[src/ssp_pkg.sv]
// Shared types, codes and constants for the servo status packet parser.
package ssp_pkg;

  localparam int unsigned MAX_PARAMS = 64;
  localparam int unsigned CNT_W      = 7;

  localparam logic [7:0] HDR_BYTE   = 8'hFF;
  localparam logic [7:0] ANY_ID     = 8'hFE;
  localparam logic [7:0] LEN_EXTRA  = 8'd2;

  localparam logic OP_BYTE    = 1'b0;
  localparam logic OP_RESTART = 1'b1;

  localparam logic KIND_DATA   = 1'b0;
  localparam logic KIND_STATUS = 1'b1;

  localparam logic [1:0] CFG_EXPECTED_ID  = 2'd0;
  localparam logic [1:0] CFG_PARAM_COUNT  = 2'd1;
  localparam logic [1:0] CFG_HEADER_LIMIT = 2'd2;

  typedef enum logic [2:0] {
    ST_OK        = 3'd0,
    ST_WRONG_ID  = 3'd1,
    ST_WRONG_LEN = 3'd2,
    ST_BAD_CSUM  = 3'd3,
    ST_NO_HEADER = 3'd4
  } status_t;

  typedef enum logic [2:0] {
    PH_HUNT  = 3'd0,
    PH_HDR   = 3'd1,
    PH_LEN   = 3'd2,
    PH_ERR   = 3'd3,
    PH_PARAM = 3'd4,
    PH_CSUM  = 3'd5
  } phase_t;

  typedef struct packed {
    logic [7:0]       expected_id;
    logic [CNT_W-1:0] param_count;
    logic [7:0]       header_byte_limit;
  } cfg_t;

  typedef struct packed {
    logic       kind;
    logic [7:0] data_byte;
    logic [5:0] data_index;
    logic [2:0] status;
    logic [7:0] servo_error;
    logic [7:0] servo_id;
    logic       last;
  } result_t;

endpackage

[src/ssp_in_if.sv]
// Input byte channel: valid/ready with op and received byte.
interface ssp_in_if;
  logic       valid;
  logic       ready;
  logic       op;
  logic [7:0] rx_byte;

  modport source (output valid, output op, output rx_byte, input ready);
  modport sink (input valid, input op, input rx_byte, output ready);
endinterface

[src/ssp_out_if.sv]
// Result channel: valid/ready with parameter byte or packet status fields.
interface ssp_out_if;
  logic       valid;
  logic       ready;
  logic       kind;
  logic [7:0] data_byte;
  logic [5:0] data_index;
  logic [2:0] status;
  logic [7:0] servo_error;
  logic [7:0] servo_id;
  logic       last;

  modport source (output valid, output kind, output data_byte, output data_index,
                  output status, output servo_error, output servo_id, output last,
                  input ready);
  modport sink (input valid, input kind, input data_byte, input data_index,
                input status, input servo_error, input servo_id, input last,
                output ready);
endinterface

[src/ssp_cfg_if.sv]
// Configuration write channel: valid/ready with register index and data.
interface ssp_cfg_if;
  logic       valid;
  logic       ready;
  logic [1:0] index;
  logic [7:0] data;

  modport source (output valid, output index, output data, input ready);
  modport sink (input valid, input index, input data, output ready);
endinterface

[src/servo_status_packet_parser.sv]
// Servo status packet parser: one received byte per clock, results through a
// two-entry output buffer. Each accepted byte is handled combinationally into a
// result register, and its result, if any, then passes to the output register
// or skid entry. Input ready drops while the skid entry holds a result, or while a
// fresh result meets a stalled output register; otherwise the block takes one
// byte per clock. Configuration writes are always ready and take effect on the
// next byte.
module servo_status_packet_parser import ssp_pkg::*; (
  input logic       clk,
  input logic       rst,
  ssp_in_if.sink    in_ch,
  ssp_out_if.source out_ch,
  ssp_cfg_if.sink   cfg
);

  cfg_t    cfg_q;
  logic    in_accept;
  logic    res_valid;
  result_t res;
  result_t out_res;
  logic    space;

  assign cfg.ready    = 1'b1;
  assign in_ch.ready  = space;
  assign in_accept    = in_ch.valid && space;

  ssp_cfg_regs u_cfg (
    .clk      (clk),
    .rst      (rst),
    .wr_en    (cfg.valid),
    .wr_index (cfg.index),
    .wr_data  (cfg.data),
    .cfg      (cfg_q)
  );

  ssp_core u_core (
    .clk       (clk),
    .rst       (rst),
    .accept    (in_accept),
    .op        (in_ch.op),
    .rx_byte   (in_ch.rx_byte),
    .cfg       (cfg_q),
    .res_valid (res_valid),
    .res       (res)
  );

  ssp_out_buf u_obuf (
    .clk       (clk),
    .rst       (rst),
    .res_valid (res_valid),
    .res       (res),
    .space     (space),
    .out_valid (out_ch.valid),
    .out_ready (out_ch.ready),
    .out_res   (out_res)
  );

  assign out_ch.kind        = out_res.kind;
  assign out_ch.data_byte   = out_res.data_byte;
  assign out_ch.data_index  = out_res.data_index;
  assign out_ch.status      = out_res.status;
  assign out_ch.servo_error = out_res.servo_error;
  assign out_ch.servo_id    = out_res.servo_id;
  assign out_ch.last        = out_res.last;

`ifndef ASSERT_OFF
  a_full_has_output: assert property (@(posedge clk) disable iff (rst)
    !in_ch.ready |-> out_ch.valid)
    else $error("buffer full without a visible result");

  a_error_only_ok: assert property (@(posedge clk) disable iff (rst)
    (out_ch.valid && out_ch.status != ST_OK) |-> (out_ch.servo_error == 8'd0))
    else $error("servo error reported on a failed packet");

  a_data_not_last: assert property (@(posedge clk) disable iff (rst)
    (out_ch.valid && out_ch.kind == KIND_DATA) |-> (!out_ch.last && out_ch.status == ST_OK))
    else $error("parameter byte marked as packet end");

  a_no_header_id: assert property (@(posedge clk) disable iff (rst)
    (out_ch.valid && out_ch.status == ST_NO_HEADER) |-> (out_ch.servo_id == 8'd0))
    else $error("no-header status carries an id");
`endif

endmodule

[src/ssp_cfg_regs.sv]
// Configuration register file for the parser.
module ssp_cfg_regs import ssp_pkg::*; (
  input  logic       clk,
  input  logic       rst,
  input  logic       wr_en,
  input  logic [1:0] wr_index,
  input  logic [7:0] wr_data,
  output cfg_t       cfg
);

  always_ff @(posedge clk) begin
    if (rst) begin
      cfg.expected_id       <= 8'd1;
      cfg.param_count       <= '0;
      cfg.header_byte_limit <= 8'd10;
    end else if (wr_en) begin
      unique case (wr_index)
        CFG_EXPECTED_ID:  cfg.expected_id       <= wr_data;
        CFG_PARAM_COUNT:  cfg.param_count       <= wr_data[CNT_W-1:0];
        CFG_HEADER_LIMIT: cfg.header_byte_limit <= wr_data;
        default: ;
      endcase
    end
  end

endmodule

[src/ssp_core.sv]
// Per-byte packet state machine: header hunt, field checks, checksum.
module ssp_core import ssp_pkg::*; (
  input  logic       clk,
  input  logic       rst,
  input  logic       accept,
  input  logic       op,
  input  logic [7:0] rx_byte,
  input  cfg_t       cfg,
  output logic       res_valid,
  output result_t    res
);

  phase_t           phase, phase_next;
  logic             prev_was_ff, prev_was_ff_next;
  logic [7:0]       skip_count, skip_count_next;
  logic [7:0]       running_sum, running_sum_next;
  logic [CNT_W-1:0] param_counter, param_counter_next;
  logic [7:0]       seen_id, seen_id_next;
  logic [7:0]       seen_error, seen_error_next;

  logic [CNT_W-1:0] n_eff;
  logic [CNT_W-1:0] cnt_inc;
  logic             emit;
  logic             restart;
  logic             res_valid_next;
  result_t          res_next;

  assign n_eff   = (cfg.param_count > CNT_W'(MAX_PARAMS)) ? CNT_W'(MAX_PARAMS)
                                                          : cfg.param_count;
  assign cnt_inc = param_counter + CNT_W'(1);

  always_comb begin
    phase_next         = phase;
    prev_was_ff_next   = prev_was_ff;
    skip_count_next    = skip_count;
    running_sum_next   = running_sum;
    param_counter_next = param_counter;
    seen_id_next       = seen_id;
    seen_error_next    = seen_error;
    emit               = 1'b0;
    restart            = 1'b0;
    res_next           = '0;

    if (op == OP_RESTART) begin
      restart = 1'b1;
    end else begin
      unique case (phase)
        PH_HDR: begin
          if (rx_byte != HDR_BYTE) begin
            seen_id_next     = rx_byte;
            running_sum_next = rx_byte;
            if (cfg.expected_id != ANY_ID && rx_byte != cfg.expected_id) begin
              emit             = 1'b1;
              res_next.status  = ST_WRONG_ID;
              res_next.servo_id = rx_byte;
            end else begin
              phase_next = PH_LEN;
            end
          end
        end
        PH_LEN: begin
          if (rx_byte != (8'(n_eff) + LEN_EXTRA)) begin
            emit              = 1'b1;
            res_next.status   = ST_WRONG_LEN;
            res_next.servo_id = seen_id;
          end else begin
            running_sum_next = running_sum + rx_byte;
            phase_next       = PH_ERR;
          end
        end
        PH_ERR: begin
          seen_error_next    = rx_byte;
          running_sum_next   = running_sum + rx_byte;
          param_counter_next = '0;
          phase_next         = (n_eff == '0) ? PH_CSUM : PH_PARAM;
        end
        PH_PARAM: begin
          res_next.kind       = KIND_DATA;
          res_next.data_byte  = rx_byte;
          res_next.data_index = param_counter[5:0];
          res_next.servo_id   = seen_id;
          running_sum_next    = running_sum + rx_byte;
          param_counter_next  = cnt_inc;
          if (cnt_inc >= n_eff) phase_next = PH_CSUM;
        end
        PH_CSUM: begin
          emit              = 1'b1;
          res_next.servo_id = seen_id;
          if (~running_sum != rx_byte) begin
            res_next.status = ST_BAD_CSUM;
          end else begin
            res_next.status      = ST_OK;
            res_next.servo_error = seen_error;
          end
        end
        default: begin
          if (rx_byte == HDR_BYTE && prev_was_ff) begin
            phase_next       = PH_HDR;
            prev_was_ff_next = 1'b0;
            skip_count_next  = '0;
          end else begin
            prev_was_ff_next = (rx_byte == HDR_BYTE);
            if (({1'b0, skip_count} + 9'd1) > {1'b0, cfg.header_byte_limit}) begin
              emit            = 1'b1;
              res_next.status = ST_NO_HEADER;
            end else begin
              skip_count_next = skip_count + 8'd1;
            end
          end
        end
      endcase
    end

    if (emit) begin
      res_next.kind = KIND_STATUS;
      res_next.last = 1'b1;
      restart       = 1'b1;
    end

    if (restart) begin
      phase_next         = PH_HUNT;
      prev_was_ff_next   = 1'b0;
      skip_count_next    = '0;
      running_sum_next   = '0;
      param_counter_next = '0;
    end

    res_valid_next = (op == OP_BYTE) && (emit || phase == PH_PARAM);
  end

  always_ff @(posedge clk) begin
    if (rst) begin
      phase         <= PH_HUNT;
      prev_was_ff   <= 1'b0;
      skip_count    <= '0;
      running_sum   <= '0;
      param_counter <= '0;
      seen_id       <= '0;
      seen_error    <= '0;
      res_valid     <= 1'b0;
    end else begin
      res_valid <= accept && res_valid_next;
      if (accept) begin
        phase         <= phase_next;
        prev_was_ff   <= prev_was_ff_next;
        skip_count    <= skip_count_next;
        running_sum   <= running_sum_next;
        param_counter <= param_counter_next;
        seen_id       <= seen_id_next;
        seen_error    <= seen_error_next;
      end
    end
  end

  always_ff @(posedge clk) begin
    if (accept) res <= res_next;
  end

endmodule

[src/ssp_out_buf.sv]
// Two-entry result buffer: output register plus skid entry.
module ssp_out_buf import ssp_pkg::*; (
  input  logic    clk,
  input  logic    rst,
  input  logic    res_valid,
  input  result_t res,
  output logic    space,
  output logic    out_valid,
  input  logic    out_ready,
  output result_t out_res
);

  logic    skid_valid;
  result_t skid_res;
  logic    main_free;

  assign main_free = !out_valid || out_ready;
  // a result landing on a stalled output register takes the skid entry
  assign space     = !skid_valid && !(res_valid && !main_free);

  always_ff @(posedge clk) begin
    if (rst) begin
      out_valid  <= 1'b0;
      skid_valid <= 1'b0;
    end else if (main_free) begin
      out_valid  <= skid_valid || res_valid;
      skid_valid <= skid_valid && res_valid;
    end else if (res_valid) begin
      skid_valid <= 1'b1;
    end
  end

  always_ff @(posedge clk) begin
    if (main_free) begin
      out_res <= skid_valid ? skid_res : res;
      if (skid_valid) skid_res <= res;
    end else if (res_valid) begin
      skid_res <= res;
    end
  end

endmodule

[src/flat_wrapper.sv]
// flat-port wrapper written by rule: the top's interface ports become plain ports
module servo_status_packet_parser_flat import ssp_pkg::*;
  (clk, rst, in_ch_valid, in_ch_op, in_ch_rx_byte, in_ch_ready, out_ch_valid, out_ch_kind, out_ch_data_byte, out_ch_data_index, out_ch_status, out_ch_servo_error, out_ch_servo_id, out_ch_last, out_ch_ready, cfg_valid, cfg_index, cfg_data, cfg_ready);
  ssp_in_if in_ch_i ();
  ssp_out_if out_ch_i ();
  ssp_cfg_if cfg_i ();
  input logic clk;
  input logic rst;
  input wire logic [$bits(in_ch_i.valid)-1:0] in_ch_valid;
  input wire logic [$bits(in_ch_i.op)-1:0] in_ch_op;
  input wire logic [$bits(in_ch_i.rx_byte)-1:0] in_ch_rx_byte;
  output wire logic [$bits(in_ch_i.ready)-1:0] in_ch_ready;
  output wire logic [$bits(out_ch_i.valid)-1:0] out_ch_valid;
  output wire logic [$bits(out_ch_i.kind)-1:0] out_ch_kind;
  output wire logic [$bits(out_ch_i.data_byte)-1:0] out_ch_data_byte;
  output wire logic [$bits(out_ch_i.data_index)-1:0] out_ch_data_index;
  output wire logic [$bits(out_ch_i.status)-1:0] out_ch_status;
  output wire logic [$bits(out_ch_i.servo_error)-1:0] out_ch_servo_error;
  output wire logic [$bits(out_ch_i.servo_id)-1:0] out_ch_servo_id;
  output wire logic [$bits(out_ch_i.last)-1:0] out_ch_last;
  input wire logic [$bits(out_ch_i.ready)-1:0] out_ch_ready;
  input wire logic [$bits(cfg_i.valid)-1:0] cfg_valid;
  input wire logic [$bits(cfg_i.index)-1:0] cfg_index;
  input wire logic [$bits(cfg_i.data)-1:0] cfg_data;
  output wire logic [$bits(cfg_i.ready)-1:0] cfg_ready;
  assign in_ch_i.valid = in_ch_valid;
  assign in_ch_i.op = in_ch_op;
  assign in_ch_i.rx_byte = in_ch_rx_byte;
  assign in_ch_ready = in_ch_i.ready;
  assign out_ch_valid = out_ch_i.valid;
  assign out_ch_kind = out_ch_i.kind;
  assign out_ch_data_byte = out_ch_i.data_byte;
  assign out_ch_data_index = out_ch_i.data_index;
  assign out_ch_status = out_ch_i.status;
  assign out_ch_servo_error = out_ch_i.servo_error;
  assign out_ch_servo_id = out_ch_i.servo_id;
  assign out_ch_last = out_ch_i.last;
  assign out_ch_i.ready = out_ch_ready;
  assign cfg_i.valid = cfg_valid;
  assign cfg_i.index = cfg_index;
  assign cfg_i.data = cfg_data;
  assign cfg_ready = cfg_i.ready;
  servo_status_packet_parser u_core (.clk(clk), .rst(rst), .in_ch(in_ch_i), .out_ch(out_ch_i), .cfg(cfg_i));
endmodule
[config.mk]
export PLATFORM = sky130hd
export DESIGN_NAME = servo_status_packet_parser_flat
export DESIGN_NICKNAME = d
export VERILOG_FILES = /design/src/ssp_pkg.sv /design/src/ssp_in_if.sv /design/src/ssp_out_if.sv /design/src/ssp_cfg_if.sv /design/src/servo_status_packet_parser.sv /design/src/ssp_cfg_regs.sv /design/src/ssp_core.sv /design/src/ssp_out_buf.sv /design/src/flat_wrapper.sv
export SDC_FILE = /design/constraint.sdc
export NUM_CORES = 1
export LEC_CHECK = 0
export BUFFER_PORTS_ARGS = -buffer_cell sky130_fd_sc_hd__buf_4
export CORE_ASPECT_RATIO = 0.7
export CORE_MARGIN = 5
export CORE_UTILIZATION = 25
export CTS_CLUSTER_SIZE = 24
export DETAILED_ROUTE_END_ITERATION = 8
export SYNTH_ARGS = -nofsm -noshare
export SYNTH_HDL_FRONTEND = slang
export SYNTH_SLANG_ARGS = --single-unit
[constraint.sdc]
create_clock -name clk -period 6.35 [get_ports clk]
set_input_delay 0 -clock clk [delete_from_list [all_inputs] [get_ports clk]]
set_output_delay 0 -clock clk [all_outputs]
set_load 0.005 [all_outputs]
* After elaboration in Yosys (flattened, before gate mapping) *
Cells that the tools add are included.
W data, S select, Z words.

operators by class
  add/sub/neg operators = 5
  multipliers = 0
  div/mod/pow operators = 0
  order comparisons = 3
  equal/unequal tests = 22
  shift-type cells = 0
  muxes and demuxes = 54
  bitwise operators = 4
  reduce and logical (&&, ||, !) cells = 37

operators by type and width
  kind                   count
  $mux W35               4
  $mux W8                12
  $pmux W8 S3            2
  $mux W3                10
  $ne A8 B8 Y1           3
  $mux W7                3
  $mux W1                17
  $ne A8 B8 Y1 const B   2
  $ne A3 B3 Y1 const B   5
  $pmux W3 S5            1
  $pmux W7 S2            1
  $pmux W3 S4            1
  $add A8 B1 Y9 const B  1
  $gt A9 B8 Y1           1
  $reduce_and A3 Y1      3
  $add A7 B2 Y8 const B  1
  $add A8 B1 Y8 const B  1
  $add A8 B8 Y8          1
  $eq A8 B8 Y1 const B   1
  $logic_and A1 B1 Y1    8
  $not A8 Y8             1
  $reduce_and A2 Y1      4
  $reduce_and A4 Y1      2
  $reduce_and A8 Y1      1
  25 further kinds       39

storage, ports and cells
  register bits after elaboration = 174
  latch bits = 0
  memory bits (writable) = 0
  bits in read-only memories = 0
  input bits = 24
  output and inout port bits = 38
  logic and storage cells = 159
  memories kept = 0

* Logic depth before layout (Yosys ltp) *
Gate-level depths: netlist of the first run.

  word-level depth = 10
  mapped depth = 14

* Modules after synthesis *
From an unflattened synthesis of the first run, not the netlist that was laid out.

second synthesis, totals
  cells, all modules = 718
  area total of the unflattened synthesis = 8305.5 µm²

by module, submodules not included
  module                      instances  cells an instance  area an instance (µm²)
  ssp_core                    1          503                4687.0
  ssp_out_buf                 1          121                2646.3
  ssp_cfg_regs                1          91                 954.7
  servo_status_packet_parser  1          3                  17.5

* Worst setup path before layout of the first run *
No wires, ideal clock.

  path kind = register to register
  start point = register u_core.u_obuf.skid_valid
  end point = register u_core.u_obuf.skid_res[0] in the netlist's numbering, enable pin
  library setup time = 0.476 ns
  arrival = 3.566 ns
  required time = 5.874 ns
  path slack = 2.309 ns
  cell stages (with the launch flop) = 5
  path buffers = 2
  period minus slack after synthesis = 4.041 ns
  cell sequence = dfxtp_1 clkbuf_1 clkbuf_1 inv_1 o21ai_0

on the way
  longest elaborated chain between the ends = 2

RTL lines
  what                         line               text
  from (decl)                  ssp_out_buf.sv:13  logic skid_valid;
  from (signal assigned)       ssp_out_buf.sv:27  skid_valid <= skid_valid && res_valid;
  $ne A2 B2 Y1 (no line)       -
  $reduce_and A2 Y1 (no line)  -
  to (signal assigned)         ssp_out_buf.sv:36  if (skid_valid) skid_res <= res;
  to (signal assigned)         ssp_out_buf.sv:38  skid_res <= res;
  to (decl)                    ssp_out_buf.sv:14  result_t skid_res;

Every way passes these cells.
A chain may end at the register's enable or synchronous reset.

* Worst setup path in the final report of the first run *
  start point = register u_core.u_core.skip_count[0]
  end point = register u_core.u_core.param_counter[1]

on the way
  longest elaborated chain between the ends = 9
  elaborated cells on any way between the ends = 11

RTL lines
  what                                                                 line             text
  from (decl)                                                          ssp_core.sv:15   logic [7:0] skip_count, skip_count_next;
  from (signal assigned)                                               ssp_core.sv:146  skip_count <= skip_count_next;
  $add A8 B1 Y9 (*)                                                    ssp_core.sv:103  if (({1'b0, skip_count} + 9'd1) > {1'b0, cfg.header_byte_limit}) begin
  $gt A9 B8 Y1 (*)                                                     ssp_core.sv:103
  $mux W1 (*)                                                          ssp_core.sv:103
  $mux W1 (*)                                                          ssp_core.sv:97   if (rx_byte == HDR_BYTE && prev_was_ff) begin
  $pmux W1 S4 (*)                                                      ssp_core.sv:47   unique case (phase)
  $mux W1 (*)                                                          ssp_core.sv:44   if (op == OP_RESTART) begin
  $mux W1 (*)                                                          ssp_core.sv:114  if (emit) begin
  $ne A2 B1 Y1 (no line) / $reduce_bool A3 Y1 (equally long branches)  -
  $reduce_and A3 Y1 (no line)                                          -
  to (signal assigned)                                                 ssp_core.sv:148  param_counter <= param_counter_next;
  to (decl)                                                            ssp_core.sv:17   logic [CNT_W-1:0] param_counter, param_counter_next;

Every way passes the cells marked *; elsewhere a longest branch is shown, timed or not.

==> results of run 1 <==
worst min-delay path, stage by stage:
cell	delay [ns]
buf_4	0.09
nor3b_1	0.04
buf_4	0.18
mux2i_1	0.13
nand2_1	0.06
power by group through the flow:
stage / combinational [uW] / clock, uW / sequential, uW
detailed placement: 133 / 0 / 1250
floorplan: 79.8 / 0 / 1250
finish: 142 / 1060 / 1230
CTS: 142 / 1090 / 1230
global placement: 132 / 0 / 1250
global route: 156 / 1140 / 1230
how the worst max path moves through the flow:
stage / slack (ns) / startpoint / end
floorplan: 2.31 / u_core.u_obuf.skid_valid$_SDFFE_PP0P_ / u_core.u_obuf.skid_res[0]$_DFFE_PP_
global route: 2.02 / u_core.u_core.skip_count[0]$_SDFFE_PP0P_ / u_core.u_core.param_counter[2]$_SDFFE_PP0P_
global placement: 2.49 / u_core.u_core.skip_count[0]$_SDFFE_PP0P_ / u_core.u_core.param_counter[1]$_SDFFE_PP0P_
CTS: 2.28 / u_core.u_core.skip_count[0]$_SDFFE_PP0P_ / u_core.u_core.param_counter[1]$_SDFFE_PP0P_
finish: 2.28 / u_core.u_core.skip_count[0]$_SDFFE_PP0P_ / u_core.u_core.param_counter[1]$_SDFFE_PP0P_
detailed placement: 2.29 / u_core.u_core.skip_count[0]$_SDFFE_PP0P_ / u_core.u_core.param_counter[3]$_SDFFE_PP0P_
layout make-up:
type	instances	area share, %
Inverter	28	1.08
Sequential cell	174	46.6
Tap cell	427	5.49
Clock inverter	14	1.73
Multi-Input combinational cell	465	33.8
Clock buffer	18	4.41
Timing Repair Buffer	84	6.94
metal layers:
| layer | up-vias | routed length (um) | part of all wire, % | track usage (%) |
|---|---|---|---|---|
| met5 | - | 0 | 0 | 0 |
| met4 | 0 | 201 | 1.1 | 3.24 |
| met3 | 19 | 1360 | 7.3 | 2.96 |
| met2 | 196 | 7290 | 39 | 13.1 |
| met1 | 2597 | 9890 | 53 | 17.1 |
| li1 | 2688 | - | - | - |
synthesized netlist by cell type, drive strengths merged, types with 4 or more instances:
master | n | share of area, %
and2 | 23 | 1.8
dfxtp | 69 | 17
nand4 | 8 | 0.62
xnor2 | 10 | 1.1
nor2 | 77 | 3.7
mux2 | 36 | 5.0
ha | 26 | 4.0
o31ai | 6 | 0.73
clkbuf | 26 | 1.2
nor4 | 9 | 0.70
xor2 | 20 | 2.2
a31oi | 9 | 0.77
nand2 | 46 | 2.2
a21oi | 24 | 1.5
a21o | 8 | 0.74
inv | 28 | 1.3
edfxtp | 105 | 39
nor2b | 4 | 0.31
nand2b | 4 | 0.31
mux2i | 39 | 4.8
nand3 | 26 | 1.6
a22oi | 9 | 0.83
nor3 | 11 | 0.68
o21ai | 16 | 0.99
buf | 14 | 0.88
registers in the layout, indices dropped and copies added, names as in the netlist:
name	count
u_core.u_core.res_valid	1
u_core.u_core.prev_was_ff	1
u_core.u_cfg.cfg	23
u_core.u_core.seen_error	8
u_core.u_obuf.skid_res	35
u_core.u_core.phase	3
u_core.u_core.skip_count	8
u_core.u_obuf.out_res	35
u_core.u_core.res	35
u_core.u_core.seen_id	8
u_core.u_core.running_sum	8
u_core.u_obuf.out_valid	1
u_core.u_obuf.skid_valid	1
u_core.u_core.param_counter	7
metrics by stage:
step | setup slack (ns) | instances | power, uW | util, %
after floorplan | 2.31 | 707 | 1330 | -
after global placement | 2.49 | 1160 | 1390 | 27.9
after detailed placement | 2.29 | 1160 | 1390 | 27.9
after CTS | 2.28 | 1210 | 2460 | 30.3
after global routing | 2.02 | 1210 | 2530 | 30.3
final | 2.28 | 1210 | 2430 | 30.3
logic make-up after synthesis:
group | Yosys count | share of synthesized area, %
AND/OR/NAND/NOR | 228 | 13.7
XOR/XNOR | 30 | 3.25
flip-flops | 174 | 56.0
multiplexers | 75 | 9.83
adder cells (fa/ha/maj) | 27 | 4.27
buffers and inverters | 68 | 3.38
other | 1 | 0.0463
AO/OA/AOI/OAI | 104 | 9.55
what timing repair did:
action,CTS,global route
hold buffers,18,0
hold endpoints to repair,54,0
setup buffers,0,0
resized for setup,0,0
==> run metrics, run 1 <==
status finished, final reports clean; Tmin final 4.07 ns; 1st-iter DRT viols 502; PwrDens 250 mW/mm2; vias per cell 4.55; Sw Share 24.4%; CTS max path bufs 2; first-pass GRT wire length 29.8 mm; maximum vdd ir drop 0.187 mV; # DRC 0; Worst-Skew Late Latency 0.45 ns; async set-reset flop share out of synthesis 0%; final hold slack 0.0787 ns; nets 821; hold_sp cfg_index[0]; CP Class register to register; WL final 18.7 mm; P_sw 594 uW; I/O pin count 62; # H-tree levels 4; Top delay family on crit path compound AO/OA/AOI/OAI gates; Final setup violation count 0; fillers 3269; clk sinks 174; worst flop-to-flop path endpoint u_core.u_core.param_counter[1]$_SDFFE_PP0P_; crit-path max cell delay 0.55 ns; Slew @ Worst Pin 1.04 ns; worst reg2reg path depth 13; WL per Instance 15.5 um; Worst slew margin 30.0%; Setup crit start kind register; Flop pwr share 50.5%; hold crit path type input port to register; GPL Wtd Cong 0.834; Die Span Y 161 um; DPL Wire Length 13.0 mm; CP cell instances ha_1, and4_1, nand2_1, xnor2_1, ha_1, nand4_1, a21oi_1, a2111oi_4, o41ai_1, a2111o_1, nor2_4, a31oi_2, o32ai_1; crit share post-route 64.1%; Cell Area, Synth 0.00810 mm2; CP max-delay cell a2111o_1; max-cap viol count 0; WP data arrival 4.42 ns; Hold Path Sink u_core.u_cfg.cfg[15]$_SDFFE_PP1P_; share of layout cells above drive strength 1 19.2%; Row Count 55; RSZ-0062 raised after global routing false; final hold vios 0; largest net degree at the start of global routing 59; Cell Area, Placed 0.00896 mm2; required time worst endpoint 6.70 ns; Post-synth top flop edfxtp_1; critical path depth in cells 13; R2R Path Start u_core.u_core.skip_count[0]$_SDFFE_PP0P_; Int Pwr 1840 uW; sequential area share after synthesis 56.0%; commonest cells after routing, fill and taps aside 105 x edfxtp_1, 76 x nor2_1, 69 x dfxtp_1, 66 x buf_4, 45 x nand2_1; Ant. Diodes 0; fin area 0.00974 mm2; multi-input logic area 0.00329 mm2; setup TNS 0 ns; Initial Utilization 25.2%; CP dominant cell by count ha_1; Post-Synthesis Cells 707; Die Footprint 0.0361 mm2; synthesized area per cell 11.5 um2; Comb power frac 5.8%; CP bufs+invs 0; #FFs+latches synth 174; Clk pin slew, worst setup/hold paths 0.07 ns; LEAKAGE 0.00378 uW; Max Slew Vio Count 0; syn_nets 758; worst hold path depth 5; commonest non-fill, non-tap cell in the layout edfxtp_1; Clk pwr share 43.6%; I/O Buffers 60; worst clock skew 0.0155 ns; yosys warns 0; Max Fclk 0.246 GHz; Core ar. 0.0321 mm2; initial antenna violation count 0; FF+latch area 0.00453 mm2; DR vias 5500; number of global-route vias before repair 5197; Netlist cell types 67; area delta synth->final 20.3%; grt ovf 0; Total GRT Usage 10.5%; Post-synth EDFFs 105; reg-to-reg slack, setup 2.28 ns; Crit. End Element register; Num CTS Buffers 17; CTS tree yes; final antenna-violating net count 0; DR pass1 iterations 5; crit-path max FO 18; clock root cell clkbuf_16; width of the die 225 um
No activity file was read; power rests on OpenSTA's default activity.
==> inputs of run 2 (changes only) <==
Settings changed: ABC_AREA from default to 1.
Clock period 6.35 ns to 3.8 ns, I/O delays scaled along.
==> run metrics, run 2 <==
critical path depth in cells 18 (+5); # H-tree levels 4 (unchanged); final antenna-violating net count 0 (unchanged); Netlist cell types 48 (-28%); PwrDens 532 mW/mm2 (+110%); area delta synth->final 19.8%; LEAKAGE 0.00424 uW (+12%); Top delay family on crit path simple AND/OR/NAND/NOR gates; crit-path max cell delay 0.57 ns (+0.02 ns); Final setup violation count 0 (unchanged); crit path launch u_core.u_cfg.cfg[11]$_SDFFE_PP0P_; Resized Gates After CTS 0 (unchanged); crit share post-route 88.9% (+25 points); clock root cell clkbuf_16; CP Capture Point u_core.u_core.res[4]$_SDFFCE_PP0P_; Crit. End Element register; DR pass1 iterations 7 (+2); hold crit path type input port to register; setup TNS 0 ns (unchanged); worst setup margin 0.420 ns (-1.86 ns); Num CTS Buffers 17 (unchanged); syn_nets 977 (+29%); R2R Path Start u_core.u_cfg.cfg[11]$_SDFFE_PP0P_; GPL Wtd Cong 0.884 (+5.9%); number of global-route vias before repair 5940 (+14%); worst slack, placed 0.533 ns (-1.76 ns); Cell Area, Placed 0.00918 mm2 (+2.5%); Die Footprint 0.0370 mm2 (+2.4%); Worst-Skew Late Latency 0.44 ns (about the same); crit-path max FO 8 (-10); width of the die 228 um (+1.2%); share of layout cells above drive strength 1 13.8% (-5.3 points); Die Span Y 162 um (+1.2%); Int Pwr 3570 uW (+94%); Clk pin slew, worst setup/hold paths 0.07 ns (about the same); Core ar. 0.0326 mm2 (+1.3%); yosys warns 0 (unchanged); Initial Utilization 25.5% (+0.30 points); P_sw 1730 uW (+190%); Row Count 55 (unchanged); Comb power frac 23.5% (+18 points); Total GRT Usage 11.1% (+0.51 points); Max Slew Vio Count 0 (unchanged); max-cap viol count 0 (unchanged); # DRC 0 (unchanged); sequential area share after synthesis 54.6% (-1.4 points); Max Fclk 0.296 GHz (+20%); worst reg2reg path depth 18 (+5); Synth top cells by count 249 x nand2_1, 105 x edfxtp_1, 104 x inv_1; CP Class register to register; Synth area leaders edfxtp_1 38%, dfxtp_1 17%, nand2_1 11%; CP cell instances nor2_1, nand3_1, nand2_1, nand2_1, inv_1, ha_1, inv_1, nand2_1, nand3_1, nor2_1, nand3_1, nor2_1, nand4_1, nand2_2, nand2_1, a22oi_1, nor2_1, dlygate4sd3_1; Top Registers u_core.u_core.res x35, u_core.u_obuf.out_res x35, u_core.u_obuf.skid_res x35; RSZ-0062 raised after global routing false; top-count cell post-synth nand2_1; final hold vios 0 (unchanged); Tmin final 3.38 ns (-0.691 ns); WL per Instance 14.3 um (-7.9%); leading area contributor after synthesis edfxtp_1; nets 1051 (+28%); CTS max path bufs 2 (unchanged); commonest non-fill, non-tap cell in the layout nand2_1; reg-to-reg slack, setup 0.42 ns (-1.86 ns); largest net degree at the start of global routing 51 (-14%); async set-reset flop share out of synthesis 0% (unchanged); first-pass GRT wire length 32.5 mm (+9.0%); Yosys top cell area share 38.0% (-0.95 points); status finished, final reports clean; commonest cells after routing, fill and taps aside 249 x nand2_1, 105 x edfxtp_1, 104 x inv_1, 102 x nor2_1, 69 x dfxtp_1; clk sinks 174 (unchanged); CP max-delay cell dlygate4sd3_1; worst clock skew 0.0111 ns (-0.00440 ns); vias per cell 4.41 (-2.9%); worst flop-to-flop path endpoint u_core.u_core.res[4]$_SDFFCE_PP0P_; WL final 20.6 mm (+9.7%); Worst slew margin 38.1% (+8.1 points); Post-synth EDFFs 105 (unchanged); synthesized area per cell 8.96 um2 (-22%); DPL Wire Length 14.6 mm (+12%); I/O pin count 62 (unchanged); total power 5290 uW (+120%); CP bufs+invs 3 (+3); Sw Share 32.6% (+8.2 points); fin area 0.00994 mm2 (+2.1%); Slew @ Worst Pin 0.925 ns (-0.115 ns); maximum vdd ir drop 0.304 mV (+62%); I/O Buffers 60 (unchanged); CTS tree yes; Cell Area, Synth 0.00830 mm2 (+2.5%); Clk pwr share 33.4% (-10 points); DR vias 6357 (+16%); #FFs+latches synth 174 (unchanged); Flop pwr share 43.1% (-7.4 points); WP data arrival 3.56 ns (-0.86 ns); 1st-iter DRT viols 514 (+2.4%); Post-synth top flop edfxtp_1; grt ovf 0 (unchanged); Ant. Diodes 0 (unchanged); required time worst endpoint 3.98 ns (-2.72 ns); Setup crit start kind register; initial antenna violation count 0 (unchanged); Post-Synthesis Cells 926 (+31%)
==> run 2: per-layer routing <==
metal | up-vias | wire length [um] | global-route usage [%]
li1 | 3206 | - | -
met3 | 23 | 1660 | 3.40
met1 | 2925 | 10600 | 16.7
met4 | 0 | 289 | 3.19
met2 | 203 | 8020 | 15.0
met5 | - | 0 | 0
==> run 2: worst min path at each step <==
stage	slack, ns	depth (start not counted)	start	to
global placement	0.25	3	cfg_data[1]	u_core.u_cfg.cfg[1]$_SDFFE_PP1P_
floorplan	0.08	1	rst	u_core.u_core.seen_id[1]$_SDFFE_PP0P_
detailed placement	0.26	3	cfg_data[5]	u_core.u_cfg.cfg[13]$_SDFFE_PP0P_
global route	0.03	3	in_ch_rx_byte[2]	u_core.u_core.res[3]$_SDFFCE_PP0P_
finish	0.03	3	in_ch_rx_byte[5]	u_core.u_core.seen_error[5]$_SDFFE_PP0P_
CTS	0.004	3	in_ch_rx_byte[2]	u_core.u_core.res[3]$_SDFFCE_PP0P_
==> run 2: final cells by class <==
| class | count | area, um2 |
|---|---|---|
| fillers | 3399 | 22600 |
| well taps | 427 | 534 |
| inverters | 111 | 417 |
| clock buffers | 21 | 450 |
| multi-input cells | 612 | 3200 |
| flip-flops and latches | 174 | 4530 |
| clock inverters | 11 | 131 |
| repair buffers | 84 | 676 |
==> run 2: power by group through the flow <==
stage	Sequential [uW]	Combinational (uW)	Clock (uW)
CTS	2280	1230	1800
detailed placement	2320	1210	0
global route	2300	1390	1880
finish	2280	1240	1770
floorplan	2300	896	0
global placement	2310	1190	0
==> run 2: cells by family after synthesis <==
kind of cell    share of synthesized area [%]
simple gates                             23.2
flops                                    54.6
buf+inv                                  6.84
compound gates                           8.86
fa+ha+maj                                4.16
xor+xnor                                 2.22
other cells                            0.0452
==> run 2: metrics by stage <==
stage               utilization (%)  hold WS [ns]  instances
detailed placement             28.2         0.256       1390
global placement               28.2         0.251       1390
floorplan                         -        0.0785        926
CTS                            30.5       0.00420       1440
global route                   30.5        0.0255       1440
finish                         30.5        0.0320       1440
==> run 2: timing repair <==
item	4_1_cts	5_1_grt
endpoints found under the setup margin	0	0
setup buffers	0	0
hold endpoints to repair	44	0
hold buffers	18	0
==> run 2: worst reg2reg max path: stages (launching register included) <==
cell	delay, ns
dfxtp_1	0.56
nor2_1	0.12
nand3_1	0.09
nand2_1	0.10
nand2_1	0.13
inv_1	0.06
ha_1	0.29
inv_1	0.04
nand2_1	0.05
nand3_1	0.06
nor2_1	0.13
nand3_1	0.10
nor2_1	0.09
nand4_1	0.09
nand2_2	0.15
nand2_1	0.22
a22oi_1	0.22
nor2_1	0.06
dlygate4sd3_1	0.57
